## config.mk

```make
export PLATFORM = sky130hd
export DESIGN_NAME = key_repeat_level_adjuster_flat
export DESIGN_NICKNAME = d
export VERILOG_FILES = /design/src/design/kra_pkg.sv /design/src/design/kra_item_if.sv /design/src/design/kra_result_if.sv /design/src/design/key_repeat_level_adjuster.sv /design/src/design/kra_cfg.sv /design/src/design/kra_engine.sv /design/src/flat_wrapper.sv
export SDC_FILE = /design/constraint.sdc
export NUM_CORES = 1
export LEC_CHECK = 0
export BUFFER_PORTS_ARGS = -buffer_cell sky130_fd_sc_hd__buf_2
export CAP_MARGIN = 20
export CORE_MARGIN = 2
export CORE_UTILIZATION = 60
export CTS_CLUSTER_DIAMETER = 30
export CTS_CLUSTER_SIZE = 30
export DETAILED_ROUTE_END_ITERATION = 8
export HOLD_SLACK_MARGIN = 0.05
export PLACE_DENSITY = 0.74
export REMOVE_ABC_BUFFERS = 1
export SLEW_MARGIN = 20
export SYNTH_ARGS = -nofsm -noshare
export SYNTH_HDL_FRONTEND = slang
export SYNTH_SLANG_ARGS = --single-unit
export TNS_END_PERCENT = 30
```

## constraint.sdc

```tcl
create_clock -name clk -period 11.4 [get_ports clk]
set_clock_uncertainty 0.15 [all_clocks]
set_input_delay 1.71 -clock clk [delete_from_list [all_inputs] [get_ports clk]]
set_output_delay 1.71 -clock clk [all_outputs]
set_load 0.02 [all_outputs]
```

## src/design/kra_pkg.sv

```systemverilog
package kra_pkg;

    localparam int unsigned KEY_CODE_W = 10;
    localparam int unsigned LEVEL_W    = 8;
    localparam int unsigned TIME_W     = 32;
    localparam int unsigned CFG_INDEX_W = 3;
    localparam int unsigned CFG_DATA_W  = 10;

    localparam logic [TIME_W-1:0] ARM_DELAY_MS     = 32'd300;
    localparam logic [TIME_W-1:0] REPEAT_PERIOD_MS = 32'd100;
    localparam logic [TIME_W-1:0] STALE_GAP_MS     = 32'd1000;

    localparam logic [LEVEL_W-1:0] VOLUME_CEILING_RST     = 8'd20;
    localparam logic [LEVEL_W-1:0] BRIGHTNESS_CEILING_RST = 8'd10;

    localparam logic OP_KEY  = 1'b0;
    localparam logic OP_TICK = 1'b1;

    localparam logic [1:0] KEY_RELEASED = 2'd0;
    localparam logic [1:0] KEY_PRESSED  = 2'd1;
    localparam logic [1:0] KEY_REPEAT   = 2'd2;
    localparam logic [1:0] KEY_INVALID  = 2'd3;

    typedef enum logic [CFG_INDEX_W-1:0] {
        REG_MODIFIER_KEY     = 3'd0,
        REG_UP_KEY           = 3'd1,
        REG_DOWN_KEY         = 3'd2,
        REG_VOLUME_FLOOR     = 3'd3,
        REG_VOLUME_CEILING   = 3'd4,
        REG_BRIGHT_FLOOR     = 3'd5,
        REG_BRIGHT_CEILING   = 3'd6
    } cfg_index_t;

    typedef struct packed {
        logic [KEY_CODE_W-1:0] modifier_key_code;
        logic [KEY_CODE_W-1:0] up_key_code;
        logic [KEY_CODE_W-1:0] down_key_code;
        logic [LEVEL_W-1:0]    volume_floor;
        logic [LEVEL_W-1:0]    volume_ceiling;
        logic [LEVEL_W-1:0]    brightness_floor;
        logic [LEVEL_W-1:0]    brightness_ceiling;
    } cfg_t;

    typedef struct packed {
        logic                  operation;
        logic [KEY_CODE_W-1:0] key_code;
        logic [1:0]            key_value;
        logic [TIME_W-1:0]     time_ms;
    } item_t;

    typedef struct packed {
        logic [LEVEL_W-1:0] volume_level;
        logic [LEVEL_W-1:0] brightness_level;
        logic               level_changed;
    } result_t;

endpackage

```

## src/design/kra_item_if.sv

```systemverilog
interface kra_item_if;
    logic        valid;
    logic        ready;
    logic        operation;
    logic [9:0]  key_code;
    logic [1:0]  key_value;
    logic [31:0] time_ms;

    modport source (output valid, output operation, output key_code, output key_value,
                    output time_ms, input ready);
    modport sink   (input valid, input operation, input key_code, input key_value,
                    input time_ms, output ready);
endinterface

```

## src/design/kra_result_if.sv

```systemverilog
interface kra_result_if;
    logic       valid;
    logic       ready;
    logic [7:0] volume_level;
    logic [7:0] brightness_level;
    logic       level_changed;

    modport source (output valid, output volume_level, output brightness_level,
                    output level_changed, input ready);
    modport sink   (input valid, input volume_level, input brightness_level,
                    input level_changed, output ready);
endinterface

```

## src/design/key_repeat_level_adjuster.sv

```systemverilog
// Channel   Role    Payload
// -------   ------  ---------------------------------------------------
// item      sink    operation, key_code, key_value, time_ms
// result    source  volume_level, brightness_level, level_changed
// wr_*      write   wr_en, wr_index, wr_data (no read-back)
//
// Each accepted item yields exactly one result, passing through the input register and then the result register.
// One item per cycle is sustained while result is not stalled: the input register hands
// its item to the update logic and the result register in the same cycle, bounded only
// by the chained 9-bit up and 8-bit down step compares and the 32-bit time subtracts.
// Reset (rst_n, asynchronous, active low) empties both registers, clears the
// key state and levels, and loads the register defaults.
// A stall on result holds the result register; the input register then fills
// and item.ready drops until the result is taken.
module key_repeat_level_adjuster (
    input  logic                            clk,
    input  logic                            rst_n,
    input  logic                            wr_en,
    input  logic [kra_pkg::CFG_INDEX_W-1:0] wr_index,
    input  logic [kra_pkg::CFG_DATA_W-1:0]  wr_data,
    kra_item_if.sink                        item,
    kra_result_if.source                    result
);
    import kra_pkg::*;

    cfg_t    cfg;
    item_t   item_reg;
    logic    item_valid_reg;
    result_t res_comb;
    result_t res_reg;
    logic    res_valid_reg;
    logic    advance;

    // The held item moves on whenever the result register is empty or is
    // being emptied by a transfer in this cycle.
    assign advance    = item_valid_reg && (!res_valid_reg || result.ready);
    assign item.ready = !item_valid_reg || advance;

    kra_cfg u_cfg (
        .clk      (clk),
        .rst_n    (rst_n),
        .wr_en    (wr_en),
        .wr_index (wr_index),
        .wr_data  (wr_data),
        .cfg      (cfg)
    );

    kra_engine u_engine (
        .clk     (clk),
        .rst_n   (rst_n),
        .advance (advance),
        .item    (item_reg),
        .cfg     (cfg),
        .res     (res_comb)
    );

    // Input register: loaded on every input transfer.
    always_ff @(posedge clk or negedge rst_n)
    begin
        if (!rst_n)
        begin
            item_valid_reg <= 1'b0;
        end
        else if (item.ready)
        begin
            item_valid_reg <= item.valid;
        end
    end

    always_ff @(posedge clk)
    begin
        if (item.valid && item.ready)
        begin
            item_reg.operation <= item.operation;
            item_reg.key_code  <= item.key_code;
            item_reg.key_value <= item.key_value;
            item_reg.time_ms   <= item.time_ms;
        end
    end

    // Result register: takes the outcome of the item that advances.
    always_ff @(posedge clk or negedge rst_n)
    begin
        if (!rst_n)
        begin
            res_valid_reg <= 1'b0;
        end
        else if (advance)
        begin
            res_valid_reg <= 1'b1;
        end
        else if (result.ready)
        begin
            res_valid_reg <= 1'b0;
        end
    end

    always_ff @(posedge clk)
    begin
        if (advance)
        begin
            res_reg <= res_comb;
        end
    end

    assign result.valid            = res_valid_reg;
    assign result.volume_level     = res_reg.volume_level;
    assign result.brightness_level = res_reg.brightness_level;
    assign result.level_changed    = res_reg.level_changed;

    // A key event never moves a level.
    assert property (@(posedge clk) disable iff (!rst_n)
        advance && (item_reg.operation == OP_KEY) |=> !res_reg.level_changed)
        else $error("key event reported a level change");

    // An item that advances always lands in the result register.
    assert property (@(posedge clk) disable iff (!rst_n)
        advance |=> res_valid_reg)
        else $error("advanced item produced no result");

    // With both registers full and the output stalled, no new item enters.
    assert property (@(posedge clk) disable iff (!rst_n)
        item_valid_reg && res_valid_reg && !result.ready |-> !item.ready)
        else $error("input accepted while the pipeline is full");

endmodule

```

## src/design/kra_cfg.sv

```systemverilog
module kra_cfg (
    input  logic                             clk,
    input  logic                             rst_n,
    input  logic                             wr_en,
    input  logic [kra_pkg::CFG_INDEX_W-1:0]  wr_index,
    input  logic [kra_pkg::CFG_DATA_W-1:0]   wr_data,
    output kra_pkg::cfg_t                    cfg
);
    import kra_pkg::*;

    cfg_t cfg_reg;

    // Writes beyond the last register index fall through and are dropped.
    always_ff @(posedge clk or negedge rst_n)
    begin
        if (!rst_n)
        begin
            cfg_reg.modifier_key_code  <= '0;
            cfg_reg.up_key_code        <= '0;
            cfg_reg.down_key_code      <= '0;
            cfg_reg.volume_floor       <= '0;
            cfg_reg.volume_ceiling     <= VOLUME_CEILING_RST;
            cfg_reg.brightness_floor   <= '0;
            cfg_reg.brightness_ceiling <= BRIGHTNESS_CEILING_RST;
        end
        else if (wr_en)
        begin
            unique case (wr_index)
                REG_MODIFIER_KEY:   cfg_reg.modifier_key_code  <= wr_data;
                REG_UP_KEY:         cfg_reg.up_key_code        <= wr_data;
                REG_DOWN_KEY:       cfg_reg.down_key_code      <= wr_data;
                REG_VOLUME_FLOOR:   cfg_reg.volume_floor       <= wr_data[LEVEL_W-1:0];
                REG_VOLUME_CEILING: cfg_reg.volume_ceiling     <= wr_data[LEVEL_W-1:0];
                REG_BRIGHT_FLOOR:   cfg_reg.brightness_floor   <= wr_data[LEVEL_W-1:0];
                REG_BRIGHT_CEILING: cfg_reg.brightness_ceiling <= wr_data[LEVEL_W-1:0];
                default:            ;
            endcase
        end
    end

    assign cfg = cfg_reg;

endmodule

```

## src/design/kra_engine.sv

```systemverilog
module kra_engine (
    input  logic             clk,
    input  logic             rst_n,
    input  logic             advance,
    input  kra_pkg::item_t   item,
    input  kra_pkg::cfg_t    cfg,
    output kra_pkg::result_t res
);
    import kra_pkg::*;

    logic              modifier_held_reg, modifier_held_next;
    logic              up_held_reg, up_held_next;
    logic              up_pending_reg, up_pending_next;
    logic [TIME_W-1:0] up_deadline_reg, up_deadline_next;
    logic              down_held_reg, down_held_next;
    logic              down_pending_reg, down_pending_next;
    logic [TIME_W-1:0] down_deadline_reg, down_deadline_next;
    logic [LEVEL_W-1:0] volume_reg, volume_next;
    logic [LEVEL_W-1:0] brightness_reg, brightness_next;
    logic [TIME_W-1:0] prev_tick_reg, prev_tick_next;

    logic              is_tick;
    logic              key_ok;
    logic              pressed;
    logic [TIME_W-1:0] gap;
    logic              stale;
    logic [TIME_W-1:0] up_since;
    logic [TIME_W-1:0] down_since;
    logic              up_fire;
    logic              down_fire;
    logic [LEVEL_W-1:0] lvl0, lvl1, lvl2, lo, hi;
    logic [LEVEL_W:0]   up_inc;
    logic [LEVEL_W-1:0] down_dec;
    logic              up_ok;
    logic              down_ok;

    assign is_tick    = (item.operation == OP_TICK);
    assign key_ok     = (item.key_value != KEY_INVALID);
    assign pressed    = (item.key_value != KEY_RELEASED);
    assign gap        = item.time_ms - prev_tick_reg;
    assign stale      = (gap > STALE_GAP_MS);
    assign up_since   = item.time_ms - up_deadline_reg;
    assign down_since = item.time_ms - down_deadline_reg;

    // A deadline counts as reached when the wrapped difference is non-negative.
    assign up_fire   = is_tick && !stale &&
                       (up_pending_reg || (up_held_reg && !up_since[TIME_W-1]));
    assign down_fire = is_tick && !stale &&
                       (down_pending_reg || (down_held_reg && !down_since[TIME_W-1]));

    assign lvl0 = modifier_held_reg ? brightness_reg : volume_reg;
    assign lo   = modifier_held_reg ? cfg.brightness_floor : cfg.volume_floor;
    assign hi   = modifier_held_reg ? cfg.brightness_ceiling : cfg.volume_ceiling;

    // Up is applied first; the down step then starts from its outcome.
    assign up_inc = {1'b0, lvl0} + {{LEVEL_W{1'b0}}, 1'b1};
    assign up_ok  = up_fire && (up_inc >= {1'b0, lo}) && (up_inc <= {1'b0, hi});
    assign lvl1   = up_ok ? up_inc[LEVEL_W-1:0] : lvl0;

    assign down_dec = lvl1 - {{(LEVEL_W-1){1'b0}}, 1'b1};
    assign down_ok  = down_fire && (lvl1 != '0) && (down_dec >= lo) && (down_dec <= hi);
    assign lvl2     = down_ok ? down_dec : lvl1;

    always_comb
    begin
        modifier_held_next = modifier_held_reg;
        up_held_next       = up_held_reg;
        up_pending_next    = up_pending_reg;
        up_deadline_next   = up_deadline_reg;
        down_held_next     = down_held_reg;
        down_pending_next  = down_pending_reg;
        down_deadline_next = down_deadline_reg;
        volume_next        = volume_reg;
        brightness_next    = brightness_reg;
        prev_tick_next     = prev_tick_reg;

        if (!is_tick)
        begin
            if (key_ok)
            begin
                if (item.key_code == cfg.modifier_key_code)
                begin
                    modifier_held_next = pressed;
                end
                else if (item.key_code == cfg.up_key_code)
                begin
                    up_held_next    = pressed;
                    up_pending_next = pressed;
                    if (pressed)
                    begin
                        up_deadline_next = item.time_ms + ARM_DELAY_MS;
                    end
                end
                else if (item.key_code == cfg.down_key_code)
                begin
                    down_held_next    = pressed;
                    down_pending_next = pressed;
                    if (pressed)
                    begin
                        down_deadline_next = item.time_ms + ARM_DELAY_MS;
                    end
                end
            end
        end
        else
        begin
            prev_tick_next = item.time_ms;
            if (stale)
            begin
                modifier_held_next = 1'b0;
                up_held_next       = 1'b0;
                up_pending_next    = 1'b0;
                up_deadline_next   = '0;
                down_held_next     = 1'b0;
                down_pending_next  = 1'b0;
                down_deadline_next = '0;
            end
            else
            begin
                if (up_fire)
                begin
                    if (up_pending_reg)
                    begin
                        up_pending_next = 1'b0;
                    end
                    else
                    begin
                        up_deadline_next = up_deadline_reg + REPEAT_PERIOD_MS;
                    end
                end
                if (down_fire)
                begin
                    if (down_pending_reg)
                    begin
                        down_pending_next = 1'b0;
                    end
                    else
                    begin
                        down_deadline_next = down_deadline_reg + REPEAT_PERIOD_MS;
                    end
                end
                if (modifier_held_reg)
                begin
                    brightness_next = lvl2;
                end
                else
                begin
                    volume_next = lvl2;
                end
            end
        end
    end

    always_ff @(posedge clk or negedge rst_n)
    begin
        if (!rst_n)
        begin
            modifier_held_reg <= 1'b0;
            up_held_reg       <= 1'b0;
            up_pending_reg    <= 1'b0;
            up_deadline_reg   <= '0;
            down_held_reg     <= 1'b0;
            down_pending_reg  <= 1'b0;
            down_deadline_reg <= '0;
            volume_reg        <= '0;
            brightness_reg    <= '0;
            prev_tick_reg     <= '0;
        end
        else if (advance)
        begin
            modifier_held_reg <= modifier_held_next;
            up_held_reg       <= up_held_next;
            up_pending_reg    <= up_pending_next;
            up_deadline_reg   <= up_deadline_next;
            down_held_reg     <= down_held_next;
            down_pending_reg  <= down_pending_next;
            down_deadline_reg <= down_deadline_next;
            volume_reg        <= volume_next;
            brightness_reg    <= brightness_next;
            prev_tick_reg     <= prev_tick_next;
        end
    end

    assign res.volume_level     = volume_next;
    assign res.brightness_level = brightness_next;
    assign res.level_changed    = up_ok || down_ok;

endmodule
```

## src/flat_wrapper.sv

```systemverilog
// flat-port wrapper written by rule: the top's interface ports become plain ports
module key_repeat_level_adjuster_flat import kra_pkg::*;
  (clk, rst_n, wr_en, wr_index, wr_data, item_valid, item_operation, item_key_code, item_key_value, item_time_ms, item_ready, result_valid, result_volume_level, result_brightness_level, result_level_changed, result_ready);
  kra_item_if item_i ();
  kra_result_if result_i ();
  input  logic clk;
  input  logic rst_n;
  input  logic wr_en;
  input  logic [kra_pkg::CFG_INDEX_W-1:0] wr_index;
  input  logic [kra_pkg::CFG_DATA_W-1:0] wr_data;
  input wire logic [$bits(item_i.valid)-1:0] item_valid;
  input wire logic [$bits(item_i.operation)-1:0] item_operation;
  input wire logic [$bits(item_i.key_code)-1:0] item_key_code;
  input wire logic [$bits(item_i.key_value)-1:0] item_key_value;
  input wire logic [$bits(item_i.time_ms)-1:0] item_time_ms;
  output wire logic [$bits(item_i.ready)-1:0] item_ready;
  output wire logic [$bits(result_i.valid)-1:0] result_valid;
  output wire logic [$bits(result_i.volume_level)-1:0] result_volume_level;
  output wire logic [$bits(result_i.brightness_level)-1:0] result_brightness_level;
  output wire logic [$bits(result_i.level_changed)-1:0] result_level_changed;
  input wire logic [$bits(result_i.ready)-1:0] result_ready;
  assign item_i.valid = item_valid;
  assign item_i.operation = item_operation;
  assign item_i.key_code = item_key_code;
  assign item_i.key_value = item_key_value;
  assign item_i.time_ms = item_time_ms;
  assign item_ready = item_i.ready;
  assign result_valid = result_i.valid;
  assign result_volume_level = result_i.volume_level;
  assign result_brightness_level = result_i.brightness_level;
  assign result_level_changed = result_i.level_changed;
  assign result_i.ready = result_ready;
  key_repeat_level_adjuster u_core (.clk(clk), .rst_n(rst_n), .wr_en(wr_en), .wr_index(wr_index), .wr_data(wr_data), .item(item_i), .result(result_i));
endmodule
```

==> flow_summary.html <==
<table>
<tr><th>Metric</th><th>Value</th></tr>
<tr><th colspan="2">Status</th></tr>
<tr><td>Status</td><td>complete, no violations</td></tr>
<tr><th colspan="2">CTS</th></tr>
<tr><td>Hold buffer count at CTS</td><td>0</td></tr>
<tr><td>PostCTS Resize Cnt</td><td>0</td></tr>
<tr><td>Clock tree root buffer cell</td><td>clkbuf_16</td></tr>
<tr><td>Number of buffers created by CTS</td><td>55</td></tr>
<tr><td>Post CTS Setup Buffer Count</td><td>0</td></tr>
<tr><td>Max clock buf depth</td><td>3</td></tr>
<tr><td>Worst skew pair latency</td><td>0.57 ns</td></tr>
<tr><td>Max H-tree Level</td><td>2</td></tr>
<tr><td>Clock transition time at the flip-flop clock pins of the worst setup and hold paths</td><td>0.06 ns</td></tr>
<tr><td># clock sinks</td><td>243</td></tr>
<tr><td>Clock tree from TritonCTS</td><td>yes</td></tr>
<tr><th colspan="2">Synth</th></tr>
<tr><td>Cell Area, Synth</td><td>16600 um2</td></tr>
<tr><td>Cell taking the most area after synthesis</td><td>dfrtp_1</td></tr>
<tr><td>Register area share after synthesis</td><td>38.5%</td></tr>
<tr><td>Number of warnings reported in the yosys synthesis log</td><td>0</td></tr>
<tr><td>Average footprint of a synthesized cell</td><td>9.43 um2</td></tr>
<tr><td>Largest cells by area after synthesis</td><td>dfrtp_1, edfxtp_1, ha_1, mux2_2, o21ai_0</td></tr>
<tr><td>Synth cell count leaders</td><td>dfrtp_1, nand2_1, o21ai_0</td></tr>
<tr><td>Number of unique standard cell types used by synthesis</td><td>69</td></tr>
<tr><td>Share of synthesized flip-flops with an asynchronous set or reset</td><td>74.5%</td></tr>
<tr><td>EDFF count, synth</td><td>62</td></tr>
<tr><td>Number of storage elements in the synthesis netlist</td><td>243</td></tr>
<tr><td>Post-Syn Instances</td><td>1762</td></tr>
<tr><td>Portion of synthesized cell area occupied by the leading cell type</td><td>26.7%</td></tr>
<tr><td>Cell with the most instances after synthesis</td><td>dfrtp_1</td></tr>
<tr><td>Most used flip-flop cell after synthesis</td><td>dfrtp_1</td></tr>
<tr><th colspan="2">Hold path</th></tr>
<tr><td>Hold Crit Class</td><td>reg -&gt; reg</td></tr>
<tr><td>Hold path depth</td><td>2</td></tr>
<tr><th colspan="2">Drt</th></tr>
<tr><td>Iteration count of the initial detailed-routing pass</td><td>7</td></tr>
<tr><td>Total Wirelength</td><td>43700 um</td></tr>
<tr><td>Antenna-violating nets left</td><td>0</td></tr>
<tr><td>Met1 wire length</td><td>20300 um</td></tr>
<tr><td>Routed length on met2</td><td>19700 um</td></tr>
<tr><td>Ratio of routed vias to standard cells</td><td>6.15</td></tr>
<tr><td>Met3 Wirelength</td><td>2510 um</td></tr>
<tr><td>Routed via count</td><td>13900</td></tr>
<tr><td>DRC violations left</td><td>0</td></tr>
<tr><td>Uppermost metal layer occupied by signal nets</td><td>met4</td></tr>
<tr><td>Initial DRC count</td><td>1076</td></tr>
<tr><td>WL/cell</td><td>19.3 um</td></tr>
<tr><th colspan="2">Power and ir drop</th></tr>
<tr><td>Standby leakage power</td><td>8.38 nW</td></tr>
<tr><td>Power per standard cell area</td><td>189 nW/um2</td></tr>
<tr><td>Power, Total</td><td>0.00365 W</td></tr>
<tr><td>Max IR drop VDD</td><td>0.142 mV</td></tr>
<tr><th colspan="2">GRT</th></tr>
<tr><td>Pin count of the biggest net entering global routing</td><td>96</td></tr>
<tr><td>Antenna violations before repair</td><td>0</td></tr>
<tr><td>First-pass GRT wire length</td><td>69700 um</td></tr>
<tr><td>Number of global-route vias before repair</td><td>13500</td></tr>
<tr><td>Aggregate global-route resource usage</td><td>30.2%</td></tr>
<tr><td>Global-route congestion overflow total</td><td>0</td></tr>
<tr><th colspan="2">Worst setup path</th></tr>
<tr><td>Depth of the worst register-to-register path</td><td>31</td></tr>
<tr><td>Startpoint type of the worst setup path</td><td>flip-flop</td></tr>
<tr><td>Kind of end point of the critical path</td><td>flip-flop</td></tr>
<tr><td>WP data arrival</td><td>9.18 ns</td></tr>
<tr><td>Max stage delay cell, worst path</td><td>a222oi_1</td></tr>
<tr><td>Data required time of the worst path</td><td>11.57 ns</td></tr>
<tr><td>Class of the most critical setup path</td><td>reg -&gt; reg</td></tr>
<tr><td>Worst stage delay on the critical path</td><td>0.84 ns</td></tr>
<tr><td>Maximum fanout along the worst path</td><td>25</td></tr>
<tr><th colspan="2">Timing</th></tr>
<tr><td>Hold violation total from the final report</td><td>0</td></tr>
<tr><td>Final period demand of the worst path</td><td>9.01 ns</td></tr>
<tr><td>Setup repair after global routing missed its margin</td><td>no</td></tr>
<tr><td>Setup_tns</td><td>0 ns</td></tr>
<tr><td>Transition time at the pin with the least slew margin</td><td>0.994 ns</td></tr>
<tr><td>Max-slew headroom at the worst pin</td><td>33.7%</td></tr>
<tr><td>Final Worst Setup Slack</td><td>2.39 ns</td></tr>
<tr><td>Maximum achievable frequency</td><td>0.111 GHz</td></tr>
<tr><td>Max-slew violation count</td><td>0</td></tr>
<tr><td>Number of failing setup endpoints in the final timing report</td><td>0</td></tr>
<tr><td>Final cycle utilization of the critical path</td><td>79.0%</td></tr>
<tr><th colspan="2">Floorplanning</th></tr>
<tr><td>Starting Density</td><td>61.3%</td></tr>
<tr><td>Placeable core region</td><td>27100 um2</td></tr>
<tr><td>I/O pins</td><td>82</td></tr>
<tr><td>Area of the die</td><td>29000 um2</td></tr>
<tr><td>Width of the die</td><td>170 um</td></tr>
<tr><td>Cell Rows</td><td>60</td></tr>
<tr><td>Die boundary height</td><td>170 um</td></tr>
<tr><th colspan="2">Cells and area</th></tr>
<tr><td>Final net count</td><td>2038</td></tr>
<tr><td>Layout Utilization</td><td>71.1%</td></tr>
<tr><td>Flip-flop count of the largest register after layout</td><td>62</td></tr>
<tr><td>Number of diodes added for antenna fixing</td><td>0</td></tr>
<tr><td>Layout cells sized above 1</td><td>18.0%</td></tr>
<tr><td>Final cell area excluding filler cells</td><td>19300 um2</td></tr>
<tr><td>Layout area overhead</td><td>16.0%</td></tr>
<tr><th colspan="2">Place</th></tr>
<tr><td>Last weighted congestion value of the routability-driven placer</td><td>0.913</td></tr>
<tr><td>Area after detailed placement</td><td>17400 um2</td></tr>
<tr><td>HPWL Detailed</td><td>30800 um</td></tr>
<tr><td>Worst slack, placed</td><td>2.53 ns</td></tr>
<tr><td>I/O Buffers</td><td>81</td></tr>
<tr><th colspan="2">Job</th></tr>
<tr><td>Max_cap viols</td><td>0</td></tr>
</table>
[metrics by stage]
stage          hold WS (ns)  std cells
3_5_place_dp          0.325       2160
5_1_grt               0.357       2264
3_3_place_gp          0.311       2160
6_report              0.339       2264
4_1_cts               0.336       2264
2_1_floorplan         0.299       1692
[area by class of cell]
cell class | instances | area [um2]
Inverter | 117 | 439
Fill cell | 2055 | 7820
Sequential cell | 243 | 6400
Timing Repair Buffer | 96 | 524
Tap cell | 372 | 465
Clock inverter | 47 | 510
Multi-Input combinational cell | 1332 | 9540
Clock buffer | 57 | 1410
[placed cells by master (no fill, tap or decap), drive strengths merged, types with 6 or more instances in the layout]
cell / count
nor2b: 12
a21o: 28
nor4: 17
mux2i: 32
a31oi: 13
clkinv: 18
nand3: 44
a211oi: 17
clkbuf: 57
ha: 129
and3: 44
a21oi: 77
nand4: 36
a21boi: 7
o31ai: 17
nor3: 32
buf: 96
xnor2: 55
clkinvlp: 11
nor2: 82
inv: 130
o22ai: 11
mux2: 117
xor2: 43
o21a: 12
a22o: 39
o211ai: 6
o21ai: 155
nand2b: 30
dfrtp: 177
and2: 11
nand2: 171
or3: 11
edfxtp: 62
and4: 6
[path summary, 6_finish.rpt]
kind	start	endpoint	slack (ns)
max	u_core.item_reg[0]	u_core.result.volume_level[5]	2.39
min	u_core.u_engine.prev_tick_reg[3]	u_core.u_engine.prev_tick_reg[3]	0.34
max reg2reg	u_core.item_reg[0]	u_core.result.volume_level[5]	2.39
min reg2reg	u_core.u_engine.prev_tick_reg[3]	u_core.u_engine.prev_tick_reg[3]	0.34
max in group asynchronous	rst_n	u_core.u_engine.up_deadline_reg[6]	8.21
min in group asynchronous	rst_n	u_core.u_engine.prev_tick_reg[23]	1.13
[power by group]
| group | total, W | internal (W) | switching (W) | leakage, nW |
|---|---|---|---|---|
| Clock | 0.00160 | 0.00103 | 0.000567 | 0.905 |
| Combinational | 0.000889 | 0.000374 | 0.000515 | 4.63 |
| Sequential | 0.00116 | 0.00104 | 0.000119 | 2.84 |
| Total | 0.00365 | 0.00245 | 0.00120 | 8.38 |
[kinds of logic (layout without fill, tap and decap cells)]
| logic type | Yosys count | count (layout) | share of synthesized area, % |
|---|---|---|---|
| buf+inv | 187 | 317 | 4.27 |
| simple gates | 525 | 525 | 15.9 |
| xor+xnor | 98 | 98 | 5.17 |
| fa+ha+maj | 130 | 130 | 9.84 |
| mux | 149 | 149 | 9.86 |
| flops | 243 | 243 | 38.5 |
| compound gates | 430 | 430 | 16.5 |
[critical path: cells and delay by family, from the launching register on]
family | cells | cell delay (ns)
compound gates | 9 | 2.75
simple gates | 9 | 2.49
fa+ha+maj | 4 | 1.20
xor+xnor | 5 | 0.89
buf+inv | 3 | 0.55
flops | 1 | 0.39
mux | 1 | 0.32
[layer usage]
metal,GRT usage [%],vias up
met3,4.70,99
met5,0,-
li1,-,6620
met4,9.85,0
met1,42.7,6717
met2,47.5,489
No activity file was read; power rests on OpenSTA's default activity.
